==> src/hdl/cdd_pkg.sv <==
// Shared types, constants and calendar functions for the date decrement block.
package cdd_pkg;

	localparam int COUNT_BITS_DEF = 12;
	localparam int STEP_W         = 12;

	// operation codes
	localparam logic [2:0] OP_DAYS      = 3'd0;
	localparam logic [2:0] OP_WEEKS     = 3'd1;
	localparam logic [2:0] OP_MONTHS    = 3'd2;
	localparam logic [2:0] OP_YEARS     = 3'd3;
	localparam logic [2:0] OP_DECADES   = 3'd4;
	localparam logic [2:0] OP_CENTURIES = 3'd5;
	localparam logic [2:0] OP_MILLENNIA = 3'd6;

	// y mod 400 by reciprocal: q = (u * RECIP_400) >> RECIP_SHIFT, exact for 16-bit u
	localparam logic [16:0] RECIP_400   = 17'd83887;
	localparam int          RECIP_SHIFT = 25;
	localparam logic [8:0]  BIAS_RESID  = 9'd368;  // 32768 mod 400
	localparam logic [8:0]  WRAP_RESID  = 9'd367;  // 32767 mod 400
	localparam logic [8:0]  LAST_RESID  = 9'd399;

	typedef enum logic [2:0] {
		ST_IDLE,
		ST_MULT,
		ST_RESID,
		ST_STEP,
		ST_DONE
	} state_t;

	typedef struct packed {
		logic [4:0]  day;
		logic [3:0]  month;
		logic [15:0] year;
		logic [8:0]  resid;  // year mod 400, mathematical residue
	} date_t;

	function automatic logic [4:0] month_days(input logic [3:0] m, input logic leap);
		logic [4:0] len;
		begin
			unique case (m)
				4'd2: len = leap ? 5'd29 : 5'd28;
				4'd4, 4'd6, 4'd9, 4'd11: len = 5'd30;
				default: len = 5'd31;
			endcase
			return len;
		end
	endfunction

	function automatic logic [16:0] year_scale(input logic [2:0] op);
		logic [16:0] k;
		begin
			unique case (op)
				OP_DECADES:   k = 17'd10;
				OP_CENTURIES: k = 17'd100;
				OP_MILLENNIA: k = 17'd1000;
				default:      k = 17'd1;
			endcase
			return k;
		end
	endfunction

endpackage

==> src/hdl/cdd_mult.sv <==
// Shared registered multiplier: year scaling and the mod-400 reciprocal product.
module cdd_mult (
	input  logic        clk,
	input  logic        en,
	input  logic [15:0] a,
	input  logic [16:0] b,
	output logic [32:0] prod_q
);

	always_ff @(posedge clk) begin
		if (en) begin
			prod_q <= {17'd0, a} * {16'd0, b};
		end
	end

endmodule

==> src/hdl/cdd_step_unit.sv <==
// One calendar step back: either one day or one month, with leap-year handling.
module cdd_step_unit (
	input  logic            month_mode,
	input  cdd_pkg::date_t  cur,
	output cdd_pkg::date_t  nxt
);

	logic        leap;
	logic [3:0]  prev_m;
	logic [4:0]  len;
	logic [15:0] y_dec;
	logic [8:0]  r_dec;

	always_comb begin
		leap   = (cur.year[1:0] == 2'b00) && (cur.resid != 9'd100) &&
		         (cur.resid != 9'd200) && (cur.resid != 9'd300);
		prev_m = cur.month - 4'd1;
		len    = cdd_pkg::month_days(prev_m, leap);
		y_dec  = cur.year - 16'd1;
		// residue follows the 16-bit wrap from -32768 to 32767
		if (cur.year == 16'h8000) begin
			r_dec = cdd_pkg::WRAP_RESID;
		end else if (cur.resid == 9'd0) begin
			r_dec = cdd_pkg::LAST_RESID;
		end else begin
			r_dec = cur.resid - 9'd1;
		end

		nxt = cur;
		if (month_mode) begin
			if (cur.month == 4'd1) begin
				nxt.month = 4'd12;
				nxt.year  = y_dec;
				nxt.resid = r_dec;
			end else begin
				nxt.month = prev_m;
				if (cur.day > len) begin
					nxt.day = len;
				end
			end
		end else begin
			if (cur.day > 5'd1) begin
				nxt.day = cur.day - 5'd1;
			end else if (cur.month == 4'd1) begin
				nxt.day   = 5'd31;
				nxt.month = 4'd12;
				nxt.year  = y_dec;
				nxt.resid = r_dec;
			end else begin
				nxt.day   = len;
				nxt.month = prev_m;
			end
		end
	end

endmodule

==> src/hdl/calendar_date_decrement.sv <==
// Gregorian date decrement: sequencer around a shared multiplier and a one-step calendar unit.
//
//  channel | dir | signals                         | contents
//  s_      | in  | tvalid tready tdata[39:0] tuser | date, count, operation
//  m_      | out | tvalid tready tdata[31:0]       | resulting date
//
// Day/week/month ops: after the multiplier pass, N steps (N = count, times 7 for weeks), one calendar
// step per cycle through the step unit; year-type ops skip stepping, and an invalid op goes straight to done.
// The multiplier first forms y mod 400 (leap tracking) or count times scale.
// arst_n clears the sequencer; s_tready is low from accept until the result transfer.
// The result is held on m_tdata while m_tready is low.
module calendar_date_decrement #(
	parameter int COUNT_BITS = cdd_pkg::COUNT_BITS_DEF
) (
	input  logic        clk,
	input  logic        arst_n,
	input  logic        s_tvalid,
	output logic        s_tready,
	input  logic [39:0] s_tdata,   // step_count[11:0], day_in[16:12], month_in[20:17],
	                               // year_in[36:21], zero pad [39:37]
	input  logic [2:0]  s_tuser,   // operation[2:0]
	output logic        m_tvalid,
	input  logic        m_tready,
	output logic [31:0] m_tdata    // day_out[4:0], month_out[8:5], year_out[24:9], pad
);

	localparam int CW  = (COUNT_BITS < cdd_pkg::STEP_W) ? COUNT_BITS : cdd_pkg::STEP_W;
	localparam int CNT = CW + 3;

	cdd_pkg::state_t state_q, state_d;
	cdd_pkg::date_t  date_q, date_step;
	logic [2:0]      op_q;
	logic [CNT-1:0]  cnt_q;
	logic [CW-1:0]   n_in;
	logic [4:0]      day_in;
	logic [3:0]      month_in;
	logic            accept, year_op, mult_en;
	logic [15:0]     mul_a, u;
	logic [16:0]     mul_b, q400, r_raw;
	logic [32:0]     prod_q;
	logic [7:0]      q;
	logic [8:0]      r;

	assign accept      = s_tvalid && s_tready;
	assign n_in        = s_tdata[CW-1:0];
	assign year_op     = (op_q == cdd_pkg::OP_YEARS) || (op_q == cdd_pkg::OP_DECADES) ||
	                     (op_q == cdd_pkg::OP_CENTURIES) || (op_q == cdd_pkg::OP_MILLENNIA);

	always_comb begin
		day_in   = (s_tdata[16:12] == 5'd0) ? 5'd1 : s_tdata[16:12];
		month_in = s_tdata[20:17];
		if (month_in == 4'd0) begin
			month_in = 4'd1;
		end else if (month_in > 4'd12) begin
			month_in = 4'd12;
		end
	end

	// offset-binary year so the reciprocal works on an unsigned value
	assign u     = {~date_q.year[15], date_q.year[14:0]};
	assign mul_a = year_op ? {{(16-CNT){1'b0}}, cnt_q} : u;
	assign mul_b = year_op ? cdd_pkg::year_scale(op_q) : cdd_pkg::RECIP_400;
	assign mult_en = (state_q == cdd_pkg::ST_MULT);

	cdd_mult u_mult (
		.clk    (clk),
		.en     (mult_en),
		.a      (mul_a),
		.b      (mul_b),
		.prod_q (prod_q)
	);

	cdd_step_unit u_step (
		.month_mode (op_q == cdd_pkg::OP_MONTHS),
		.cur        (date_q),
		.nxt        (date_step)
	);

	always_comb begin
		q     = prod_q[cdd_pkg::RECIP_SHIFT +: 8];
		q400  = {1'b0, q, 8'd0} + {2'b0, q, 7'd0} + {5'b0, q, 4'd0};
		r_raw = {1'b0, u} - q400;
		r     = (r_raw[8:0] >= cdd_pkg::BIAS_RESID) ? (r_raw[8:0] - cdd_pkg::BIAS_RESID)
		                                             : (r_raw[8:0] + 9'd32);
	end

	always_ff @(posedge clk or negedge arst_n) begin
		if (!arst_n) begin
			state_q <= cdd_pkg::ST_IDLE;
		end else begin
			state_q <= state_d;
		end
	end

	always_comb begin
		state_d  = state_q;
		s_tready = 1'b0;
		m_tvalid = 1'b0;
		unique case (state_q)
			cdd_pkg::ST_IDLE: begin
				s_tready = 1'b1;
				if (s_tvalid) begin
					state_d = (s_tuser > cdd_pkg::OP_MILLENNIA) ? cdd_pkg::ST_DONE
					                                             : cdd_pkg::ST_MULT;
				end
			end
			cdd_pkg::ST_MULT:  state_d = cdd_pkg::ST_RESID;
			cdd_pkg::ST_RESID: state_d = year_op ? cdd_pkg::ST_DONE : cdd_pkg::ST_STEP;
			cdd_pkg::ST_STEP: begin
				if (cnt_q == '0) begin
					state_d = cdd_pkg::ST_DONE;
				end
			end
			cdd_pkg::ST_DONE: begin
				m_tvalid = 1'b1;
				if (m_tready) begin
					state_d = cdd_pkg::ST_IDLE;
				end
			end
			default: state_d = cdd_pkg::ST_IDLE;
		endcase
	end

	always_ff @(posedge clk) begin
		if (accept) begin
			op_q         <= s_tuser;
			date_q.day   <= day_in;
			date_q.month <= month_in;
			date_q.year  <= s_tdata[36:21];
			date_q.resid <= 9'd0;
			if (s_tuser == cdd_pkg::OP_WEEKS) begin
				cnt_q <= {n_in, 3'b000} - {3'b000, n_in};
			end else begin
				cnt_q <= {3'b000, n_in};
			end
		end else if (state_q == cdd_pkg::ST_RESID) begin
			if (year_op) begin
				date_q.year <= date_q.year - prod_q[15:0];
			end else begin
				date_q.resid <= r;
			end
		end else if (state_q == cdd_pkg::ST_STEP && cnt_q != '0) begin
			date_q <= date_step;
			cnt_q  <= cnt_q - {{(CNT-1){1'b0}}, 1'b1};
		end
	end

	assign m_tdata = {7'd0, date_q.year, date_q.month, date_q.day};

	// input and output sides are never open together
	assert property (@(posedge clk) disable iff (!arst_n) !(s_tready && m_tvalid))
		else $error("s_tready and m_tvalid both high");

	// calendar state stays in range while stepping
	assert property (@(posedge clk) disable iff (!arst_n)
		(state_q == cdd_pkg::ST_STEP) |-> (date_q.month >= 4'd1 && date_q.month <= 4'd12 &&
		date_q.resid <= cdd_pkg::LAST_RESID && date_q.day != 5'd0))
		else $error("date out of range during stepping");

	// residue agrees with the year's low bits
	assert property (@(posedge clk) disable iff (!arst_n)
		(state_q == cdd_pkg::ST_STEP) |-> (date_q.resid[1:0] == date_q.year[1:0]))
		else $error("year residue out of step with year");

	// an accepted transfer starts the sequencer
	assert property (@(posedge clk) disable iff (!arst_n)
		accept |=> (state_q == cdd_pkg::ST_MULT || state_q == cdd_pkg::ST_DONE))
		else $error("sequencer did not start after accept");

endmodule
==> config.mk <==
export PLATFORM = sky130hd
export DESIGN_NAME = calendar_date_decrement
export DESIGN_NICKNAME = d
export VERILOG_FILES = /design/src/hdl/cdd_pkg.sv /design/src/hdl/cdd_mult.sv /design/src/hdl/cdd_step_unit.sv /design/src/hdl/calendar_date_decrement.sv
export SDC_FILE = /design/constraint.sdc
export NUM_CORES = 1
export LEC_CHECK = 0
export ABC_AREA = 1
export CAP_MARGIN = 20
export CORE_AREA = 2 2 168 170
export CTS_CLUSTER_SIZE = 16
export DETAILED_ROUTE_END_ITERATION = 10
export DIE_AREA = 0 0 170 172
export DONT_BUFFER_PORTS = 1
export PLACE_DENSITY = 0.7
export SETUP_SLACK_MARGIN = 0.5
export SYNTH_ARGS = -nofsm -noshare
export SYNTH_HDL_FRONTEND = slang
export SYNTH_SLANG_ARGS = --single-unit
==> constraint.sdc <==
create_clock -name clk -period 5.91 [get_ports clk]
set_input_delay 1.182 -clock clk [delete_from_list [all_inputs] [get_ports clk]]
set_output_delay 1.182 -clock clk [all_outputs]
set_load 0.05 [all_outputs]
# Word-level counts from Yosys, hierarchy flattened
# Index checks and enable logic that the tools add are counted.
[classes]
addsub = 12
multipliers = 1
n_mux = 37
n_lt_le_gt_ge = 5
n_bitwise = 1
reduce_logical = 25
eq_ne = 31
[ops]
columns = ["operator", "count"]
rows = [
  ["34-bit two-way mux", 3],
  ["15-bit two-way mux", 4],
  ["9-bit two-way mux", 6],
  ["25-bit two-way mux", 2],
  ["16-bit two-way mux", 2],
  ["16-bit by 17-bit multiplier with 30-bit output", 1],
  ["10-bit case mux with 3 select lines", 1],
  ["29-bit two-way mux", 1],
  ["5-bit two-way mux", 4],
  ["9-bit adder", 2],
  ["17-bit two-way mux", 1],
  ["16-bit equality test (second input constant)", 1],
  ["16-bit by 1-bit subtractor with 16-bit output (second input constant)", 1],
  ["16-bit subtractor", 1],
  ["15-bit logical NOT", 1],
  ["3-bit two-way mux", 5],
  ["3-bit case mux with 5 select lines", 1],
  ["15-bit nonzero test", 1],
  ["15-bit by 1-bit subtractor with 15-bit output (second input constant)", 1],
  ["15-bit by 12-bit subtractor with 15-bit output", 1],
  ["3-bit by 2-bit equality test with 1-bit output (second input constant)", 4],
  ["3-bit equality test (second input constant)", 4],
  ["4-bit two-way mux", 3],
  ["3-bit AND reduction", 4],
  ["38 further kinds", 57],
]
[word_totals]
wordCells = 120
input_bits = 47
out_inout_bits = 34
ff_bits = 85

# Logic depth before layout (Yosys ltp)
# Gate-level depths: netlist of run 1.
[depth]
word_depth = 13
mapped_depth = 33
ltp_nobuf = 31

# Modules after synthesis
# Synthesis of run 1 repeated with hierarchy kept, for this count alone.
[unflattened]
hier_cells = 2440
area_unflattened_um2 = 17450.5
[modules_own_cells]
columns = ["module", "cells_per_inst", "instances", "seq_area_each_um2", "area_each_um2"]
rows = [
  ["cdd_mult", 1446, 1, 991.0, 10817.9],
  ["calendar_date_decrement", 765, 1, 1546.5, 5345.1],
  ["cdd_step_unit", 229, 1, 0.0, 1287.5],
]

# Worst setup path after synthesis of run 1
# No wires, ideal clock.
[synth_path]
path_type = "reg2reg"
startpoint = "register op_q[2]"
endpoint = "register u_mult.prod_q[29], data pin"
arrival_time_ns = 5.820
t_required_ns = 5.653
path_stages_with_launch = 28
setup_slack_ns = -0.167
path_cell_list = "edfxtp_1 -> inv_1 -> nor2_2 -> nand2_2 -> nand2_4 -> nor2_8 -> nand2_4 -> buf_6 -> buf_4 -> a21oi_4 -> inv_2 -> nand2_1 -> fa_1 -> fa_1 -> fa_1 -> inv_1 -> fa_1 -> fa_1 -> inv_1 -> fa_1 -> inv_1 -> ha_1 -> a21o_1 -> a21oi_1 -> nand3_1 -> nand4_1 -> nand3_1 -> xor2_1"
[synth_via]
elab_chain_cells = 6
elab_cells_between_ends = 11
classes_between = "1 x mul; 4 x eq/ne; 3 x mux; 3 x reduce/logical"
[synth_rtl]
columns = ["element", "line", "source"]
rows = [
  ["from (decl)", "calendar_date_decrement.sv:32", "logic [2:0] op_q;"],
  ["from (signal assigned)", "calendar_date_decrement.sv:126", "op_q <= s_tuser;"],
  ["3-bit by 2-bit equality test with 1-bit output or 3-bit equality test (tied branches)", "calendar_date_decrement.sv:46, cdd_pkg.sv:53", ""],
  ["1-bit logical OR (2 in series)", "calendar_date_decrement.sv:46", "assign year_op = (op_q == cdd_pkg::OP_YEARS) || (op_q == cdd_pkg::OP_DECADES) ||"],
  ["1-bit logical OR", "calendar_date_decrement.sv:47", "(op_q == cdd_pkg::OP_CENTURIES) || (op_q == cdd_pkg::OP_MILLENNIA);"],
  ["16-bit two-way mux or 17-bit two-way mux (tied branches)", "calendar_date_decrement.sv:61, calendar_date_decrement.sv:62", ""],
  ["16-bit by 17-bit multiplier with 30-bit output (*)", "cdd_mult.sv:12", "prod_q <= {17'd0, a} * {16'd0, b};"],
  ["to (signal assigned)", "cdd_mult.sv:12", ""],
  ["to (decl)", "cdd_mult.sv:7", "output logic [32:0] prod_q"],
]
# Mark *: on every way between the ends. The rest lies on a longest branch, timed or not.
# A chain may end at the register's enable or synchronous reset.

# Worst setup path after layout of run 1
[layout_path]
startpoint = "register op_q[1]"
endpoint = "register u_mult.prod_q[26], data pin"
# The elaborated chain is that of the path after synthesis.

==> impl_results.md, run 1 <==
* GRT Total Usage at around a quarter
* Die area at around 29000 sq um
* Finish-stage setup viols at 9
* Netlist cell types at 55
* FFs w/ async S/R, synth at 3.95%
* Clk slew on worst S/H paths at roughly 60 ps
* Global route overflow at 0
* Pins Over Slew Limit at 0
* Most frequent cell after synthesis: inv_1
* Area Overhead vs Synth at 18.7%
* Pin count of the biggest net entering global routing at 36
* Post-synth EDFFs at 64
* Failing checks: setup timing
* Height of the die at approximately 170 microns
* H-tree levels at 3
* Clk_lat worst skew at roughly 350 ps
* Register area share after synthesis at between 15 and 20%
* Hold Fails Final Rpt at 0
* # rows at around 60
* Clock root cell: clkbuf_16
* Die Wd at approximately 170 microns
* Vias in the first global route at approximately 12000
* Total number of vias at ~12000
* Setup crit end kind: flop
* Mapped Cells at ~1800
* Worst Tran Pin Value at between 1000 and 1500 ps
* Clock Sink Count at 76
* Max_cap viols at 0
* Drt via density at between 5 and 6
* Post-placement setup slack at -467 ps
* Routability Congestion at 0.916
* Starting density of the core at 49.2%
* Max Freq at 162 MHz
* CP Max Fanout at 9
* Worst Skew at 13.3 ps
* CP arrival at approximately 6300 ps
* Setup crit start: op_q[1]
* Reg-to-reg startpoint: op_q[1]
* CTS Buffer Depth at 2
* Syn avg cell area at ~7.7 sq um
* Area contributors post-synth: fa_1 (19%), ha_1 (16%), edfxtp_1 (14%)
* Worst endpoint required time at 6010 ps
* Status: complete, but fails checks
* Setup TNS at -1640 ps
* Initial DRC Count at roughly 870
* Final Non-Filler Cells at 2236
* # IOs at slightly above 80
* Post-Route WL at approximately 37000 microns
* DRT Pass-1 Iters at 5
* CTS tree: done
* Hpwl dp at 30600 microns
* Detail Route Antenna Nets at 0
* Max-slew headroom at a little over 30%
* CP Launch Type: flop
* First-pass GRT wire length at around 60000 microns
* Most frequent cells after synthesis: inv_1 (362), nand2_1 (252), nor2_1 (195), ha_1 (177), fa_1 (130)
* Antenna violations before repair at 0
* Share of the synthesized area in the top cell type at 19.2%
* Total CTS buffers at 9
* Worst Setup Slack, final at -259 ps
* Area leader, netlist: fa_1
* Worst min-delay path category: reg -> reg
* Placed insts at 2195
* Core area at 27500 sq um
* Cell area after synthesis at 13500 sq um
* Fraction of layout cells with a size suffix above 1 at approximately 20%
* Tmin final at around 6000 ps
* Final #Nets at 2239
* Fillcell total at ~2400
* Register bit total from synthesis at 76
* Port-buffer cells at 0
* RSZ-0062 raised after global routing: true
* DR WL/cell at about 16 microns
* Setup Crit Path Kind: reg -> reg
* Synth Flop Type: edfxtp_1
* Period utilization at 104%
* Synth warnings at 0
* Drt drc at 0
* ANT cells at 0
final timing paths:
| kind | cells after the start | endpoint | slack (ps) |
|---|---|---|---|
| setup / recovery | 26 | u_mult.prod_q[26] | -260 |
| hold / removal | 2 | flop | 500 |
| setup reg to reg | 26 | u_mult.prod_q[26] | -260 |
| hold reg to reg | 2 | flop | 500 |
| max in group asynchronous | 0 | state_q[2] | 5310 |
| min in group asynchronous | 0 | state_q[0] | 520 |
metrics by stage:
stage	instance area (sq um)	utilization (%)	hold slack (ps)
3_3_place_gp	15100	54.9	488
4_1_cts	15800	57.6	501
5_1_grt	16100	58.5	512
2_1_floorplan	13900	-	471
3_5_place_dp	15100	54.9	492
6_report	16100	58.5	501
layer usage:
metal	track usage (%)	part of all wire [%]	vias up
met4	8.88	3.3	0
met1	33.6	43	5796
li1	-	-	5845
met5	0	0	-
met2	45.3	48	380
met3	2.59	5.6	86
timing repair:
action	in CTS	in global routing
hold buffers	0	0
buffers inserted	15	9
hold endpoints to repair	0	0
gates resized for setup	68	46
cloned	1	0
endpoints found under the setup margin	12	13
pin swaps	39	27
cell type report:
class / instances / area, sq um / area share [%]
multi-input cells: 1255 / 10300 / 64.2
flip-flops and latches: 76 / 2180 / 13.6
repair buffers: 171 / 1420 / 8.85
inverters: 372 / 1400 / 8.74
well taps: 346 / 433 / 2.70
clock buffers: 10 / 229 / 1.43
clock inverters: 6 / 87.6 / 0.545
cell usage in the layout (no fill, tap or decap), types with 21 or more instances in the layout:
cell type	n
nor2_1	175
o21ai_0	77
fa_1	121
inv_1	342
xor2_1	26
nor3_1	23
nand3_1	87
inv_2	27
buf_4	148
nor2_4	24
edfxtp_1	64
ha_1	162
nand2_1	229
a21oi_1	84
nand2_2	21
cell families after synthesis:
| family | Yosys count | share of synthesized area (%) |
|---|---|---|
| flops | 76 | 16.1 |
| other cells | 1 | 0.0277 |
| compound gates | 261 | 11.6 |
| simple gates | 636 | 20.7 |
| fa+ha+maj | 307 | 35.6 |
| buf+inv | 431 | 13.3 |
| xor+xnor | 43 | 2.78 |
worst max-delay path, cell delays in order (launching register included):
cell,delay (ps)
edfxtp_1,440
inv_1,160
nand2_2,90
nor2_4,160
nor2_8,70
buf_6,120
inv_1,80
buf_12,170
buf_12,140
nor2_4,40
buf_4,150
fa_1,500
inv_1,50
fa_1,510
fa_1,520
fa_1,560
inv_1,60
fa_1,470
ha_1,310
ha_1,350
nand2_2,130
buf_4,120
o21ai_0,70
a21oi_1,220
nand3_2,120
xor2_1,170
buf_4,150
Power of run 1 is left out: the tool's default activity adds up to more than one toggle a clock period on the data nets, which glitch-free logic cannot reach.
==> inputs of run 2 (changes only) <==
PLACE_DENSITY = 0.67   (was 0.7)
clock period = 6.3 ns   (was 5.91 ns; I/O delays follow)
==> run 2 against run 1 <==
Effect of this change: the flow now finishes without violations; cell count is 1.3% lower; via count decreased by 1.1%; clock skew is essentially flat; routed wire length grew 3.4%; core utilization is 0.61 points lower; die area unchanged; sequential share of layout area rose by 0.14 points; flip-flop and latch count stayed put; worst setup slack improved by 330 ps; critical path depth shrank 2.
==> impl_results.md, run 2 (synthesis gave the netlist of run 1 again) <==
* Status: finished clean
* Max Freq at 160 MHz
* Tmin final at 6230 ps
* Worst Skew at roughly 13 ps
* Starting density of the core at 49.2%
* Final #Nets at 2211
* Area Overhead vs Synth at 17.4%
* Drt via density at about 5.4
* Max-slew headroom at 31.5%
* Core area at between 20000 and 30000 sq um
* RSZ-0062 raised after global routing: true
* GR Util met3 at approximately 3.8%
* Clock root cell: clkbuf_16
* CP max stage delay at 560 ps
* Most common cell after layout, fill and taps aside: inv_1
* Routability Congestion at around 0.91
* Die Wd at approximately 170 microns
* Hpwl dp at 30900 microns
* Final instance area at 15900 sq um
* Met1 Resource Use GR at a little over a third
* Max_cap viols at 0
* CP Max Fanout at 7
* H-tree levels at 3
* Global route overflow at 0
* DRT Pass-1 Iters at 5
* First-pass GRT wire length at between 60000 and 70000 microns
* CP top delay family: adder cells
* CTS tree: done
* Post-Route WL at around 38000 microns
* Most frequent CP cell: fa_1
* ANT cells at 0
* DR WL/cell at 17.2 microns
* Worst min-delay path category: reg -> reg
* Antenna violations before repair at 1
* Finish-stage setup viols at 0
* Setup Crit Path Kind: reg -> reg
* Initial DRC Count at 1042
* Fraction of layout cells with a size suffix above 1 at 18.2%
* Worst endpoint required time at 6400 ps
* GR met2 Demand/Resource at between 40% and 50%
* Clock Sink Count at 76
* Pin count of the biggest net entering global routing at just under 60
* Post-DP Area at about 15000 sq um
* # rows at about 60
* Port-buffer cells at 0
* CP arrival at roughly 6300 ps
* Height of the die at 172 microns
* GRT Total Usage at 27.0%
* Period utilization at between 90% and 100%
* Pins Over Slew Limit at 0
* Die area at 29200 sq um
* Peak-usage layer in the global routing report: met2
* Total number of vias at between 10000 and 15000
* Setup TNS at 0 ps
* CP Launch Type: flop
* Drt drc at 0
* CTS Hold Buffers Added at 0
* Total CTS buffers at 9
* Detail Route Antenna Nets at 0
* Crit path cell chain: inv_2 > nor2_2 > nand2_2 > nand2_4 > nor2_8 > buf_6 > clkinvlp_4 > buf_4 > nor2_4 > fa_1 > fa_1 > inv_1 > fa_1 > fa_1 > fa_2 > fa_1 > inv_2 > ha_4 > a21o_1 > a21oi_4 > nand3_4 > buf_6 > xor2_1 > buf_4
* CTS Buffer Depth at 2
* Clk_lat worst skew at about 360 ps
* Final Core Density at 57.8%
* Slowest cell on crit path: fa_1
* Worst Tran Pin Value at between 1000 and 1500 ps
* # IOs at 81
* Setup crit end kind: flop
* Buf+Inv Stages, Crit Path at 8
* Vias in the first global route at between 10000 and 15000
* Clk slew on worst S/H paths at 70 ps
* Hold Fails Final Rpt at 0
* Most frequent cells in the layout: inv_1 (346), nand2_1 (231), nor2_1 (175), ha_1 (162), buf_4 (125)
-- run 2: changes by cell type in the layout (fill, tap and decap cells not counted), sizes merged --
cell and delta:
clkbuf -1, inv -1, clkinv +2, buf -28
-- run 2: through the flow --
stage / hold slack (ps) / setup WS, ps / cells
finish: 519 / 68.4 / 2208
global route: 558 / -169 / 2208
CTS: 518 / 114 / 2197
detailed placement: 508 / -112 / 2150
global placement: 494 / -26.7 / 2150
floorplan: 471 / 502 / 1762
-- run 2: layout make-up --
class / count / area (sq um)
clock buffer: 9 / 225
clock inverter: 7 / 98.8
fill: 2446 / 11600
inverter: 372 / 1410
multi-input combinational: 1255 / 10300
sequential: 76 / 2180
tap: 346 / 433
timing repair buffer: 143 / 1220
-- run 2: what timing repair did --
item / 4_1_cts / 5_1_grt
setup endpoints to repair: 12 / 12
gates resized for setup: 98 / 40
pin swaps: 75 / 41
gates cloned: 1 / 0
setup buffers: 30 / 11
-- run 2: routing by layer --
metal  routed length, microns  up-vias
li1                         -     5783
met1                    16100     5656
met2                    18200      445
met3                     2480       90
met4                     1190        0
met5                        0        -
-- run 2: worst paths after layout --
| check | startpoint | to | slack, ps | depth (start not counted) |
|---|---|---|---|---|
| max | op_q[2] | u_mult.prod_q[13] | 70 | 24 |
| max in group asynchronous | arst_n | state_q[2] | 5630 | 0 |
| min reg2reg | flop | flop | 520 | 2 |
| max reg2reg | op_q[2] | u_mult.prod_q[13] | 70 | 24 |
| min | flop | flop | 520 | 2 |
| min in group asynchronous | arst_n | state_q[1] | 600 | 0 |
-- run 2: worst reg2reg max path, delay by kind of cell (launching register included) --
kind                       cells  cell delay, ps
xor gates and xnor gates       1             130
AOI/OAI and AO/OA              2             460
adders and majority gates      7            3210
and+or+nand+nor                6             660
DFF                            1             440
buffers and inverters          8            1070
Power of run 2 is left out for the same reason.
